[src/rtl/lls_pkg.sv]
// ----------------------------------------------------------------------------
// LED level store package
// Shared constants, codes and types of the LED level store and packetizer.
// ----------------------------------------------------------------------------
`default_nettype none

package lls_pkg;

	// Number of 4-bit levels in the store. The store is kept as rows of eight
	// levels, so that one row read gives four payload bytes.
	localparam int LED_COUNT = 512;
	localparam int ROW_LEDS  = 8;
	localparam int ROWS      = (LED_COUNT + ROW_LEDS - 1) / ROW_LEDS;
	localparam int ROW_AW    = $clog2(ROWS);
	localparam int CNT_W     = ROW_AW + 1;
	localparam int ROW_W     = ROW_LEDS * 4;
	localparam int IDX_W     = 15;
	localparam int FL_ROW_W  = 6;

	localparam logic [7:0] GRID_CMD = 8'h1A;
	localparam logic [7:0] RING_CMD = 8'h92;

	localparam logic [1:0] MODE_GRID = 2'd1;
	localparam logic [1:0] MODE_RING = 2'd2;

	localparam logic [7:0] MAX_RING = 8'd7;

	typedef enum logic [2:0] {
		OP_SET_GRID   = 3'd0,
		OP_SET_RING   = 3'd1,
		OP_CLEAR_RING = 3'd2,
		OP_CLEAR_ALL  = 3'd3,
		OP_MARK_GRID  = 3'd4,
		OP_MARK_RING  = 3'd5,
		OP_FLUSH      = 3'd6
	} op_t;

	typedef enum logic [2:0] {
		ST_IDLE,
		ST_CLEAR,
		ST_RMW_RD,
		ST_RMW_WR,
		ST_FL_RDA,
		ST_FL_RDB,
		ST_FL_PUT
	} state_t;

	function automatic logic row_ok(input logic [FL_ROW_W-1:0] row);
		return CNT_W'(row) < CNT_W'(ROWS);
	endfunction

endpackage

`default_nettype wire

[src/rtl/lls_if.sv]
// ----------------------------------------------------------------------------
// LED level store channels
// Valid/ready channels for operation items and packet word items.
// ----------------------------------------------------------------------------
`default_nettype none

interface lls_in_if;
	logic       valid;
	logic       ready;
	logic [2:0] operation;
	logic [7:0] coord_a;
	logic [7:0] coord_b;
	logic [3:0] level;

	modport source (output valid, output operation, output coord_a, output coord_b,
		output level, input ready);
	modport sink (input valid, input operation, input coord_a, input coord_b,
		input level, output ready);
endinterface

interface lls_out_if;
	logic        valid;
	logic        ready;
	logic [7:0]  command_byte;
	logic [3:0]  first_arg;
	logic [3:0]  second_arg;
	logic [1:0]  word_index;
	logic [63:0] payload;
	logic        end_of_packet;
	logic        last;

	modport source (output valid, output command_byte, output first_arg,
		output second_arg, output word_index, output payload, output end_of_packet,
		output last, input ready);
	modport sink (input valid, input command_byte, input first_arg,
		input second_arg, input word_index, input payload, input end_of_packet,
		input last, output ready);
endinterface

`default_nettype wire

[src/rtl/lls_ram.sv]
// ----------------------------------------------------------------------------
// Generic RAM
// One write port and one read port with registered read data.
// ----------------------------------------------------------------------------
`default_nettype none

module lls_ram #(
	parameter int WIDTH = 32,
	parameter int DEPTH = 64
) (
	input  wire logic                     clk,
	input  wire logic                     we,
	input  wire logic [$clog2(DEPTH)-1:0] waddr,
	input  wire logic [WIDTH-1:0]         wdata,
	input  wire logic                     re,
	input  wire logic [$clog2(DEPTH)-1:0] raddr,
	output      logic [WIDTH-1:0]         rdata
);

	logic [WIDTH-1:0] mem_q [DEPTH];

	always_ff @(posedge clk) begin
		if (we) begin
			mem_q[waddr] <= wdata;
		end
		if (re) begin
			rdata <= mem_q[raddr];
		end
	end

endmodule

`default_nettype wire

[src/rtl/lls_seq.sv]
// ----------------------------------------------------------------------------
// LED level store sequencer
// Steps the store's write and read ports through writes, clearing sweeps and flushes.
// ----------------------------------------------------------------------------
`default_nettype none

module lls_seq (
	input  wire logic                        clk,
	input  wire logic                        arst_n,
	input  wire logic [1:0]                  mode,
	lls_in_if.sink                           item_in,
	lls_out_if.source                        item_out,
	output      logic                        ram_we,
	output      logic [lls_pkg::ROW_AW-1:0]  ram_waddr,
	output      logic [lls_pkg::ROW_W-1:0]   ram_wdata,
	output      logic                        ram_re,
	output      logic [lls_pkg::ROW_AW-1:0]  ram_raddr,
	input  wire logic [lls_pkg::ROW_W-1:0]   ram_rdata
);

	lls_pkg::state_t state_q, state_d;

	logic                          grid_dirty_q, ring_dirty_q;
	logic [lls_pkg::CNT_W-1:0]     clr_row_q, clr_end_q;
	logic [lls_pkg::IDX_W-1:0]     idx_q;
	logic [3:0]                    level_q;
	logic [4:0]                    wcnt_q;
	logic                          fl_ring_q;
	logic [lls_pkg::ROW_W-1:0]     hi_q;
	logic                          a_ok_q, b_ok_q;
	logic                          out_valid_q;

	logic                          in_fire;
	logic [lls_pkg::IDX_W-1:0]     idx_sel;
	logic                          idx_ok;
	logic [lls_pkg::FL_ROW_W-1:0]  row_a, row_b;
	logic                          fl_last;
	logic                          out_free;
	logic [lls_pkg::ROW_W-1:0]     merged;

	logic ld_set, ld_clr_ring, ld_clr_all, set_gd, set_rd;
	logic start_grid, start_ring, clr_step, cap_a, cap_b, out_load;

	assign item_in.ready = (state_q == lls_pkg::ST_IDLE);
	assign in_fire       = item_in.valid && item_in.ready;
	assign out_free      = !out_valid_q || item_out.ready;

	always_comb begin
		if (item_in.operation == lls_pkg::OP_SET_GRID) begin
			idx_sel = lls_pkg::IDX_W'(item_in.coord_a)
				+ (lls_pkg::IDX_W'(item_in.coord_b) << 4);
		end else begin
			idx_sel = lls_pkg::IDX_W'(item_in.coord_b)
				+ (lls_pkg::IDX_W'(item_in.coord_a) << 6);
		end
	end
	assign idx_ok = idx_sel < lls_pkg::IDX_W'(lls_pkg::LED_COUNT);

	always_comb begin
		if (fl_ring_q) begin
			row_a = {wcnt_q[4:2], wcnt_q[1:0], 1'b0};
			row_b = {wcnt_q[4:2], wcnt_q[1:0], 1'b1};
			fl_last = (wcnt_q == 5'd31);
		end else begin
			row_a = {1'b0, wcnt_q[3], wcnt_q[1:0], 1'b0, wcnt_q[2]};
			row_b = {1'b0, wcnt_q[3], wcnt_q[1:0], 1'b1, wcnt_q[2]};
			fl_last = (wcnt_q == 5'd15);
		end
	end

	always_comb begin
		merged = ram_rdata;
		merged[{~idx_q[2:0], 2'b00} +: 4] = level_q;
	end

	always_comb begin
		state_d     = state_q;
		ram_we      = 1'b0;
		ram_waddr   = lls_pkg::ROW_AW'(idx_q[lls_pkg::IDX_W-1:3]);
		ram_wdata   = merged;
		ram_re      = 1'b0;
		ram_raddr   = lls_pkg::ROW_AW'(idx_q[lls_pkg::IDX_W-1:3]);
		ld_set      = 1'b0;
		ld_clr_ring = 1'b0;
		ld_clr_all  = 1'b0;
		set_gd      = 1'b0;
		set_rd      = 1'b0;
		start_grid  = 1'b0;
		start_ring  = 1'b0;
		clr_step    = 1'b0;
		cap_a       = 1'b0;
		cap_b       = 1'b0;
		out_load    = 1'b0;
		unique case (state_q)
			lls_pkg::ST_IDLE: begin
				if (in_fire) begin
					unique case (item_in.operation) inside
						lls_pkg::OP_SET_GRID, lls_pkg::OP_SET_RING: begin
							if (idx_ok) begin
								ld_set  = 1'b1;
								state_d = lls_pkg::ST_RMW_RD;
							end
						end
						lls_pkg::OP_CLEAR_RING: begin
							if (item_in.coord_a <= lls_pkg::MAX_RING) begin
								ld_clr_ring = 1'b1;
								state_d     = lls_pkg::ST_CLEAR;
							end
						end
						lls_pkg::OP_CLEAR_ALL: begin
							ld_clr_all = 1'b1;
							state_d    = lls_pkg::ST_CLEAR;
						end
						lls_pkg::OP_MARK_GRID: set_gd = 1'b1;
						lls_pkg::OP_MARK_RING: set_rd = 1'b1;
						lls_pkg::OP_FLUSH: begin
							if (mode == lls_pkg::MODE_GRID && grid_dirty_q) begin
								start_grid = 1'b1;
								state_d    = lls_pkg::ST_FL_RDA;
							end else if (mode == lls_pkg::MODE_RING && ring_dirty_q) begin
								start_ring = 1'b1;
								state_d    = lls_pkg::ST_FL_RDA;
							end
						end
						default: ;
					endcase
				end
			end
			lls_pkg::ST_CLEAR: begin
				ram_we    = (clr_row_q < lls_pkg::CNT_W'(lls_pkg::ROWS));
				ram_waddr = lls_pkg::ROW_AW'(clr_row_q);
				ram_wdata = '0;
				clr_step  = 1'b1;
				if (clr_row_q == clr_end_q) begin
					state_d = lls_pkg::ST_IDLE;
				end
			end
			lls_pkg::ST_RMW_RD: begin
				ram_re  = 1'b1;
				state_d = lls_pkg::ST_RMW_WR;
			end
			lls_pkg::ST_RMW_WR: begin
				ram_we  = 1'b1;
				state_d = lls_pkg::ST_IDLE;
			end
			lls_pkg::ST_FL_RDA: begin
				ram_re    = 1'b1;
				ram_raddr = lls_pkg::ROW_AW'(row_a);
				cap_a     = 1'b1;
				state_d   = lls_pkg::ST_FL_RDB;
			end
			lls_pkg::ST_FL_RDB: begin
				ram_re    = 1'b1;
				ram_raddr = lls_pkg::ROW_AW'(row_b);
				cap_b     = 1'b1;
				state_d   = lls_pkg::ST_FL_PUT;
			end
			lls_pkg::ST_FL_PUT: begin
				if (out_free) begin
					out_load = 1'b1;
					state_d  = fl_last ? lls_pkg::ST_IDLE : lls_pkg::ST_FL_RDA;
				end
			end
			default: state_d = lls_pkg::ST_IDLE;
		endcase
	end

	always_ff @(posedge clk or negedge arst_n) begin
		if (!arst_n) begin
			state_q <= lls_pkg::ST_CLEAR;
		end else begin
			state_q <= state_d;
		end
	end

	always_ff @(posedge clk or negedge arst_n) begin
		if (!arst_n) begin
			grid_dirty_q <= 1'b0;
			ring_dirty_q <= 1'b0;
			clr_row_q    <= '0;
			clr_end_q    <= lls_pkg::CNT_W'(lls_pkg::ROWS - 1);
			wcnt_q       <= '0;
			fl_ring_q    <= 1'b0;
			out_valid_q  <= 1'b0;
		end else begin
			if (set_gd || start_grid) begin
				grid_dirty_q <= set_gd;
			end
			if (set_rd || start_ring) begin
				ring_dirty_q <= set_rd;
			end
			if (ld_clr_ring) begin
				clr_row_q <= lls_pkg::CNT_W'({item_in.coord_a[2:0], 3'b000});
				clr_end_q <= lls_pkg::CNT_W'({item_in.coord_a[2:0], 3'b111});
			end else if (ld_clr_all) begin
				clr_row_q <= '0;
				clr_end_q <= lls_pkg::CNT_W'(lls_pkg::ROWS - 1);
			end else if (clr_step) begin
				clr_row_q <= clr_row_q + 1'b1;
			end
			if (start_grid || start_ring) begin
				wcnt_q    <= '0;
				fl_ring_q <= start_ring;
			end else if (out_load) begin
				wcnt_q <= wcnt_q + 1'b1;
			end
			if (out_load) begin
				out_valid_q <= 1'b1;
			end else if (item_out.ready) begin
				out_valid_q <= 1'b0;
			end
		end
	end

	always_ff @(posedge clk) begin
		if (ld_set) begin
			idx_q   <= idx_sel;
			level_q <= item_in.level;
		end
		if (cap_a) begin
			a_ok_q <= lls_pkg::row_ok(row_a);
		end
		if (cap_b) begin
			b_ok_q <= lls_pkg::row_ok(row_b);
			hi_q   <= a_ok_q ? ram_rdata : '0;
		end
		if (out_load) begin
			item_out.payload    <= {hi_q, b_ok_q ? ram_rdata : lls_pkg::ROW_W'(0)};
			item_out.word_index <= wcnt_q[1:0];
			item_out.end_of_packet <= &wcnt_q[1:0];
			item_out.last       <= fl_last;
			if (fl_ring_q) begin
				item_out.command_byte <= lls_pkg::RING_CMD;
				item_out.first_arg    <= {1'b0, wcnt_q[4:2]};
				item_out.second_arg   <= 4'd0;
			end else begin
				item_out.command_byte <= lls_pkg::GRID_CMD;
				item_out.first_arg    <= {wcnt_q[2], 3'b000};
				item_out.second_arg   <= {wcnt_q[3], 3'b000};
			end
		end
	end

	assign item_out.valid = out_valid_q;

endmodule

`default_nettype wire

[src/rtl/led_level_store_packetizer.sv]
// A set reads the row that holds the level and writes it back merged; a ring clear zeroes
// that ring's eight rows, and a full clear all ROWS rows (64 at 512 LEDs). A flush reads
// two rows of eight levels for each payload word, one row of eight levels per access.
// Input items are taken one at a time; a finished word waits in the output register.
// After reset the store is swept to zero, all ROWS rows (64 at 512 LEDs),
// during which no item is taken; mode and both dirty flags reset to zero.
// ----------------------------------------------------------------------------
// LED level store and packetizer
// Holds LED brightness levels and sends grid quadrant or ring packets on flush.
// ----------------------------------------------------------------------------
`default_nettype none

module led_level_store_packetizer (
	input  wire logic       clk,
	input  wire logic       arst_n,
	lls_in_if.sink          item_in,
	lls_out_if.source       item_out,
	input  wire logic       cfg_we,
	input  wire logic [1:0] cfg_data
);

	logic [1:0]                    mode_q;
	logic                          ram_we, ram_re;
	logic [lls_pkg::ROW_AW-1:0]    ram_waddr, ram_raddr;
	logic [lls_pkg::ROW_W-1:0]     ram_wdata, ram_rdata;

	always_ff @(posedge clk or negedge arst_n) begin
		if (!arst_n) begin
			mode_q <= 2'd0;
		end else if (cfg_we) begin
			mode_q <= cfg_data;
		end
	end

	lls_ram #(
		.WIDTH (lls_pkg::ROW_W),
		.DEPTH (lls_pkg::ROWS)
	) u_ram (
		.clk   (clk),
		.we    (ram_we),
		.waddr (ram_waddr),
		.wdata (ram_wdata),
		.re    (ram_re),
		.raddr (ram_raddr),
		.rdata (ram_rdata)
	);

	lls_seq u_seq (
		.clk       (clk),
		.arst_n    (arst_n),
		.mode      (mode_q),
		.item_in   (item_in),
		.item_out  (item_out),
		.ram_we    (ram_we),
		.ram_waddr (ram_waddr),
		.ram_wdata (ram_wdata),
		.ram_re    (ram_re),
		.ram_raddr (ram_raddr),
		.ram_rdata (ram_rdata)
	);

	a_eop_word: assert property (@(posedge clk) disable iff (!arst_n)
		item_out.valid |-> (item_out.end_of_packet == (item_out.word_index == 2'd3)))
		else $error("end_of_packet does not match the word index");

	a_last_eop: assert property (@(posedge clk) disable iff (!arst_n)
		item_out.valid && item_out.last |-> item_out.end_of_packet)
		else $error("last item is not the end of a packet");

	a_ring_args: assert property (@(posedge clk) disable iff (!arst_n)
		item_out.valid && item_out.command_byte == lls_pkg::RING_CMD
		|-> item_out.second_arg == 4'd0 && !item_out.first_arg[3])
		else $error("ring packet arguments out of range");

	a_no_store_clash: assert property (@(posedge clk) disable iff (!arst_n)
		ram_we |-> !ram_re)
		else $error("store written and read in the same cycle");

endmodule

`default_nettype wire

[src/flat_wrapper.sv]
// flat-port wrapper written by rule: the top's interface ports become plain ports
module led_level_store_packetizer_flat 
  (clk, arst_n, cfg_we, cfg_data, item_in_valid, item_in_operation, item_in_coord_a, item_in_coord_b, item_in_level, item_in_ready, item_out_valid, item_out_command_byte, item_out_first_arg, item_out_second_arg, item_out_word_index, item_out_payload, item_out_end_of_packet, item_out_last, item_out_ready);
  lls_in_if item_in_i ();
  lls_out_if item_out_i ();
  input  wire logic clk;
  input  wire logic arst_n;
  input  wire logic cfg_we;
  input  wire logic [1:0] cfg_data;
  input wire logic [$bits(item_in_i.valid)-1:0] item_in_valid;
  input wire logic [$bits(item_in_i.operation)-1:0] item_in_operation;
  input wire logic [$bits(item_in_i.coord_a)-1:0] item_in_coord_a;
  input wire logic [$bits(item_in_i.coord_b)-1:0] item_in_coord_b;
  input wire logic [$bits(item_in_i.level)-1:0] item_in_level;
  output wire logic [$bits(item_in_i.ready)-1:0] item_in_ready;
  output wire logic [$bits(item_out_i.valid)-1:0] item_out_valid;
  output wire logic [$bits(item_out_i.command_byte)-1:0] item_out_command_byte;
  output wire logic [$bits(item_out_i.first_arg)-1:0] item_out_first_arg;
  output wire logic [$bits(item_out_i.second_arg)-1:0] item_out_second_arg;
  output wire logic [$bits(item_out_i.word_index)-1:0] item_out_word_index;
  output wire logic [$bits(item_out_i.payload)-1:0] item_out_payload;
  output wire logic [$bits(item_out_i.end_of_packet)-1:0] item_out_end_of_packet;
  output wire logic [$bits(item_out_i.last)-1:0] item_out_last;
  input wire logic [$bits(item_out_i.ready)-1:0] item_out_ready;
  assign item_in_i.valid = item_in_valid;
  assign item_in_i.operation = item_in_operation;
  assign item_in_i.coord_a = item_in_coord_a;
  assign item_in_i.coord_b = item_in_coord_b;
  assign item_in_i.level = item_in_level;
  assign item_in_ready = item_in_i.ready;
  assign item_out_valid = item_out_i.valid;
  assign item_out_command_byte = item_out_i.command_byte;
  assign item_out_first_arg = item_out_i.first_arg;
  assign item_out_second_arg = item_out_i.second_arg;
  assign item_out_word_index = item_out_i.word_index;
  assign item_out_payload = item_out_i.payload;
  assign item_out_end_of_packet = item_out_i.end_of_packet;
  assign item_out_last = item_out_i.last;
  assign item_out_i.ready = item_out_ready;
  led_level_store_packetizer u_core (.clk(clk), .arst_n(arst_n), .item_in(item_in_i), .item_out(item_out_i), .cfg_we(cfg_we), .cfg_data(cfg_data));
endmodule
[config.mk]
export PLATFORM = sky130hd
export DESIGN_NAME = led_level_store_packetizer_flat
export DESIGN_NICKNAME = d
export VERILOG_FILES = /design/src/rtl/lls_pkg.sv /design/src/rtl/lls_if.sv /design/src/rtl/lls_ram.sv /design/src/rtl/lls_seq.sv /design/src/rtl/led_level_store_packetizer.sv /design/src/flat_wrapper.sv
export SDC_FILE = /design/constraint.sdc
export NUM_CORES = 2
export LEC_CHECK = 0
export ABC_AREA = 1
export ABC_CLOCK_PERIOD_IN_PS = 5500
export BUFFER_PORTS_ARGS = -buffer_cell sky130_fd_sc_hd__buf_2
export CAP_MARGIN = 20
export CORE_ASPECT_RATIO = 1.4
export CORE_MARGIN = 2
export CORE_UTILIZATION = 44
export CTS_CLUSTER_DIAMETER = 120
export DETAILED_ROUTE_END_ITERATION = 8
export HOLD_SLACK_MARGIN = 0.15
export PLACE_DENSITY = 0.67
export RECOVER_POWER = 25
export SLEW_MARGIN = 20
export SYNTH_ARGS = -nofsm -noshare
export SYNTH_HDL_FRONTEND = slang
export SYNTH_SLANG_ARGS = --single-unit
[constraint.sdc]
create_clock -name clk -period 5.5 [get_ports clk]
set_input_delay 0.275 -clock clk [delete_from_list [all_inputs] [get_ports clk]]
set_output_delay 0.275 -clock clk [all_outputs]
set_load 0.1 [all_outputs]
==> run_results.csv <==
group,metric,value,unit
sta,finClkSkew,0.0671,ns
setup_path,reg2reg_depth,6,
global_routing,grt_pass1_wl,422,mm
logic_synthesis,ys_async_sr_fraction,1.08,%
clock_network,cts-buffers-inserted,199,
status,outcome,"complete, but fails checks",
clock_network,postCtsSetupBuffers,0,
place,dp_hpwl,168,mm
global_routing,grt_pass1_vias,65434,
logic_synthesis,yosysSeqAreaShare,69.1,%
floorplan,num_rows,203,
sta,fmax,191,MHz
worst_hold_path,min-delay-start,"item_in_coord_a[5]",
cells_and_area,layout.cells.non_filler,12279,
setup_path,cp_slowest_cell,"a21oi_1",
cells_and_area,regArea,0.0667,mm²
place,place_inst,11861,
place,port_buffers,106,
setup_path,worstReg2RegEnd,"u_core.u_ram.mem_q[29][5]",
route,drtAntennaViolNets,0,
logic_synthesis,yosys-top-cells-count,"edfxtp_1 (2,200), nand3_1 (2,175), nand2_1 (1,941)",
route,drc_errors,3,
setup_path,critPathRequiredTime,6.07,ns
floorplan,core,0.218,mm²
logic_synthesis,synth_top_cell_by_area,"edfxtp_1",
setup_path,crit_top_cell,"ha_1",
flow_run,max-cap-violations,26,
setup_path,r2r_start,"u_core.u_seq.idx_q[0]",
setup_path,cp.buffers_inverters,1,
clock_network,hold_buffers,52,
cells_and_area,drive_above_1_share,6.87,%
floorplan,die-area,0.223,mm²
setup_path,path_depth,6,
cells_and_area,multi_input_area,0.0214,mm²
global_routing,global_route.overflow_total,0,
worst_hold_path,hold_depth,4,
logic_synthesis,syn_area,0.0965,mm²
logic_synthesis,yosysTopAreaCellShare,68.4,%
route,routedWlPerCell,23.5,µm
clock_network,cts_tree,"built",
floorplan,fp.dieW,400,µm
route,drt_first_iter_violations,8658,
global_routing,grt_max_degree,147,
setup_path,arrival,5.80,ns
cells_and_area,syn_to_final_growth,12.4,%
sta,post-route-period-util,95.1,%
route,wirelength,289,mm
sta,fin_crit,5.23,ns
sta,drv_slew,852,
sta,hold_slack,0.206,ns
worst_hold_path,whs_endpoint,"u_core.u_seq.idx_q[6]",
cells_and_area,nets,9292,
place,place_area,0.102,mm²
sta,fin_ws,0.272,ns
logic_synthesis,yosysMostFrequentCell,"edfxtp_1",
cells_and_area,fin_util,49.7,%
worst_hold_path,hp-class,"primary input to flop",
logic_synthesis,yosys_warnings,0,
setup_path,r2r_slack,0.27,ns
clock_network,htree_levels,4,
clock_network,clockBufferDepth,4,
clock_network,root_buffer,"clkbuf_16",
sta,finalSetupViolations,0,
power,p_leak,44.8,nW
setup_path,crit_type,"flop to flop",
route,vias,67618,
setup_path,crit_family,"compound AO/OA/AOI/OAI gates",
floorplan,ios,116,
clock_network,clkLatencyLatePin,0.88,ns
logic_synthesis,ys_types,37,
sta,tightest_slew,3.46,ns
cells_and_area,nFillCells,18802,
global_routing,grtUsageTotal,25.5,%
route,first_pass_iters,9,
cells_and_area,postLayoutCellArea,0.109,mm²
logic_synthesis,synth_area_leaders,"edfxtp_1 (68%), nand3_1 (11%), nand2_1 (7.5%), inv_1 (7.3%), buf_2 (1.2%)",
power,total_power,42.6,mW
sta,hold_viol,0,
setup_path,cp_slowest_stage_delay,2.54,ns
place,pre_cts_ws,0.648,ns
setup_path,start_kind,"flop",
place,place_congestion,0.939,
clock_network,cts_resized,0,
clock_network,cts.reportedPaths.clkPinSlew,0.07,ns
floorplan,start_util,44.2,%
sta,fin_tns_setup,0,ns
logic_synthesis,synthCells,9121,
global_routing,antenna_found_initial,11,
logic_synthesis,synthFlopType,"edfxtp_1",
logic_synthesis,ys_seq_elements,2224,
power,vdd.ir_drop.worst,0.369,mV
sta,relSlewSlack,-130,%
route,vias_per_cell,5.51,
logic_synthesis,syn_area_per_cell,10.6,µm²
sta,rsz0062_at_grt,"no",
status,violations,"design-rule violations, max-capacitance violations, max-slew violations",
setup_path,path_cells,"ha_1, ha_1, nand2_1, o21ai_0, a21oi_1, buf_4",
power,power.density,392,mW/mm²
setup_path,critPathCaptureType,"flop",
floorplan,die-height,558,µm
setup_path,cp_max_fo,33,
clock_network,clock_sinks,2224,
logic_synthesis,synth-edff-count,2200,
## cell families (layout without fill, tap and decap cells)
logic type      Yosys count  count (layout)  synth area share (%)
simple gates           4379            4379                  20.4
buf+inv                2379            2652                  9.61
flops                  2224            2224                  69.1
compound gates          118             118                 0.653
fa+ha+maj                13              13                 0.184
xor+xnor                  6               6                0.0544
other cells               2              17               0.00778
## per-layer routing
| layer | vias to the layer above | share of wire [%] | track usage (%) |
|---|---|---|---|
| met5 | - | 0.0038 | 0 |
| met4 | 2 | 7.4 | 16.8 |
| met3 | 841 | 9.4 | 3.73 |
| met2 | 3889 | 48 | 42.7 |
| met1 | 32678 | 35 | 30.7 |
| li1 | 30208 | - | - |
## worst max-delay path by stage
stage	from	end	slack, ns
3_3_place_gp	u_core.u_seq.state_q[0]	u_core.u_ram.mem_q[25][25]	0.69
2_1_floorplan	u_core.u_seq.item_out.valid	u_core.u_seq.wcnt_q[4]	0.44
4_1_cts	u_core.u_seq.state_q[0]	u_core.u_ram.mem_q[25][14]	0.57
5_1_grt	u_core.u_seq.state_q[0]	u_core.u_ram.mem_q[25][26]	0.16
3_5_place_dp	u_core.u_seq.state_q[0]	u_core.u_ram.mem_q[25][24]	0.65
6_report	u_core.u_seq.idx_q[0]	u_core.u_ram.mem_q[29][5]	0.27
## state kept, by name, summed over array words and instances, names as in the netlist, 2 cells and up
signal / flops
u_core.u_seq.item_out.payload: 64
u_core.u_ram.rdata: 32
u_core.u_ram.mem_q: 2048
u_core.u_seq.idx_q: 9
u_core.u_seq.level_q: 4
u_core.u_seq.item_out.first_arg: 4
u_core.mode_q: 2
u_core.u_seq.state_q: 3
u_core.u_seq.clr_end_q: 3
u_core.u_seq.item_out.word_index: 2
u_core.u_seq.clr_row_q: 7
u_core.u_seq.hi_q: 32
u_core.u_seq.wcnt_q: 5
u_core.u_seq.item_out.command_byte: 2
## cell type report
cell class | count | area share, %
diodes | 8 | 0.0184
clock inverters | 119 | 1.10
flip-flops and latches | 2224 | 61.4
well taps | 2870 | 3.31
clock buffers | 234 | 4.79
inverters | 1883 | 6.52
repair buffers | 416 | 3.15
multi-input cells | 4525 | 19.7
## power breakdown
part           total (mW)  leakage, nW  switching (mW)  internal [mW]
logic                7.40         21.5            6.04           1.37
clock network        14.0         3.14            6.16           7.86
registers            21.1         20.2           0.240           20.9
total                42.6         44.8            12.4           30.1
## cells in the final DEF (no fill, tap or decap), types with 3 or more instances in the layout
master and n:
clkinv_1 47, nand3b_1 129, buf_4 185, dfrtp_1 20
o21ai_4 4, inv_1 1878, nand2_4 4, dfstp_2 3
buf_2 26, diode_2 8, edfxtp_1 2200, a21oi_4 16
clkbuf_1 129, clkinvlp_4 4, nand2_1 1935, inv_6 3
a22oi_1 3, nor2_1 43, ha_1 11, bufinv_16 24
clkbuf_2 6, buf_12 48, clkbuf_16 202, conb_1 9
xor2_1 4, nand3_1 2174, dlygate4sd3_1 51, clkinv_2 38
nor3_1 12, nand4_1 9, o21ai_0 56, a21oi_1 25
nor2_4 64, inv_8 3
## worst min-delay path, stage by stage
cell	delay [ns]
buf_2	0.12
fa_1	0.23
xnor2_1	0.13
o21ai_0	0.12
No activity file was read; power rests on OpenSTA's default activity.
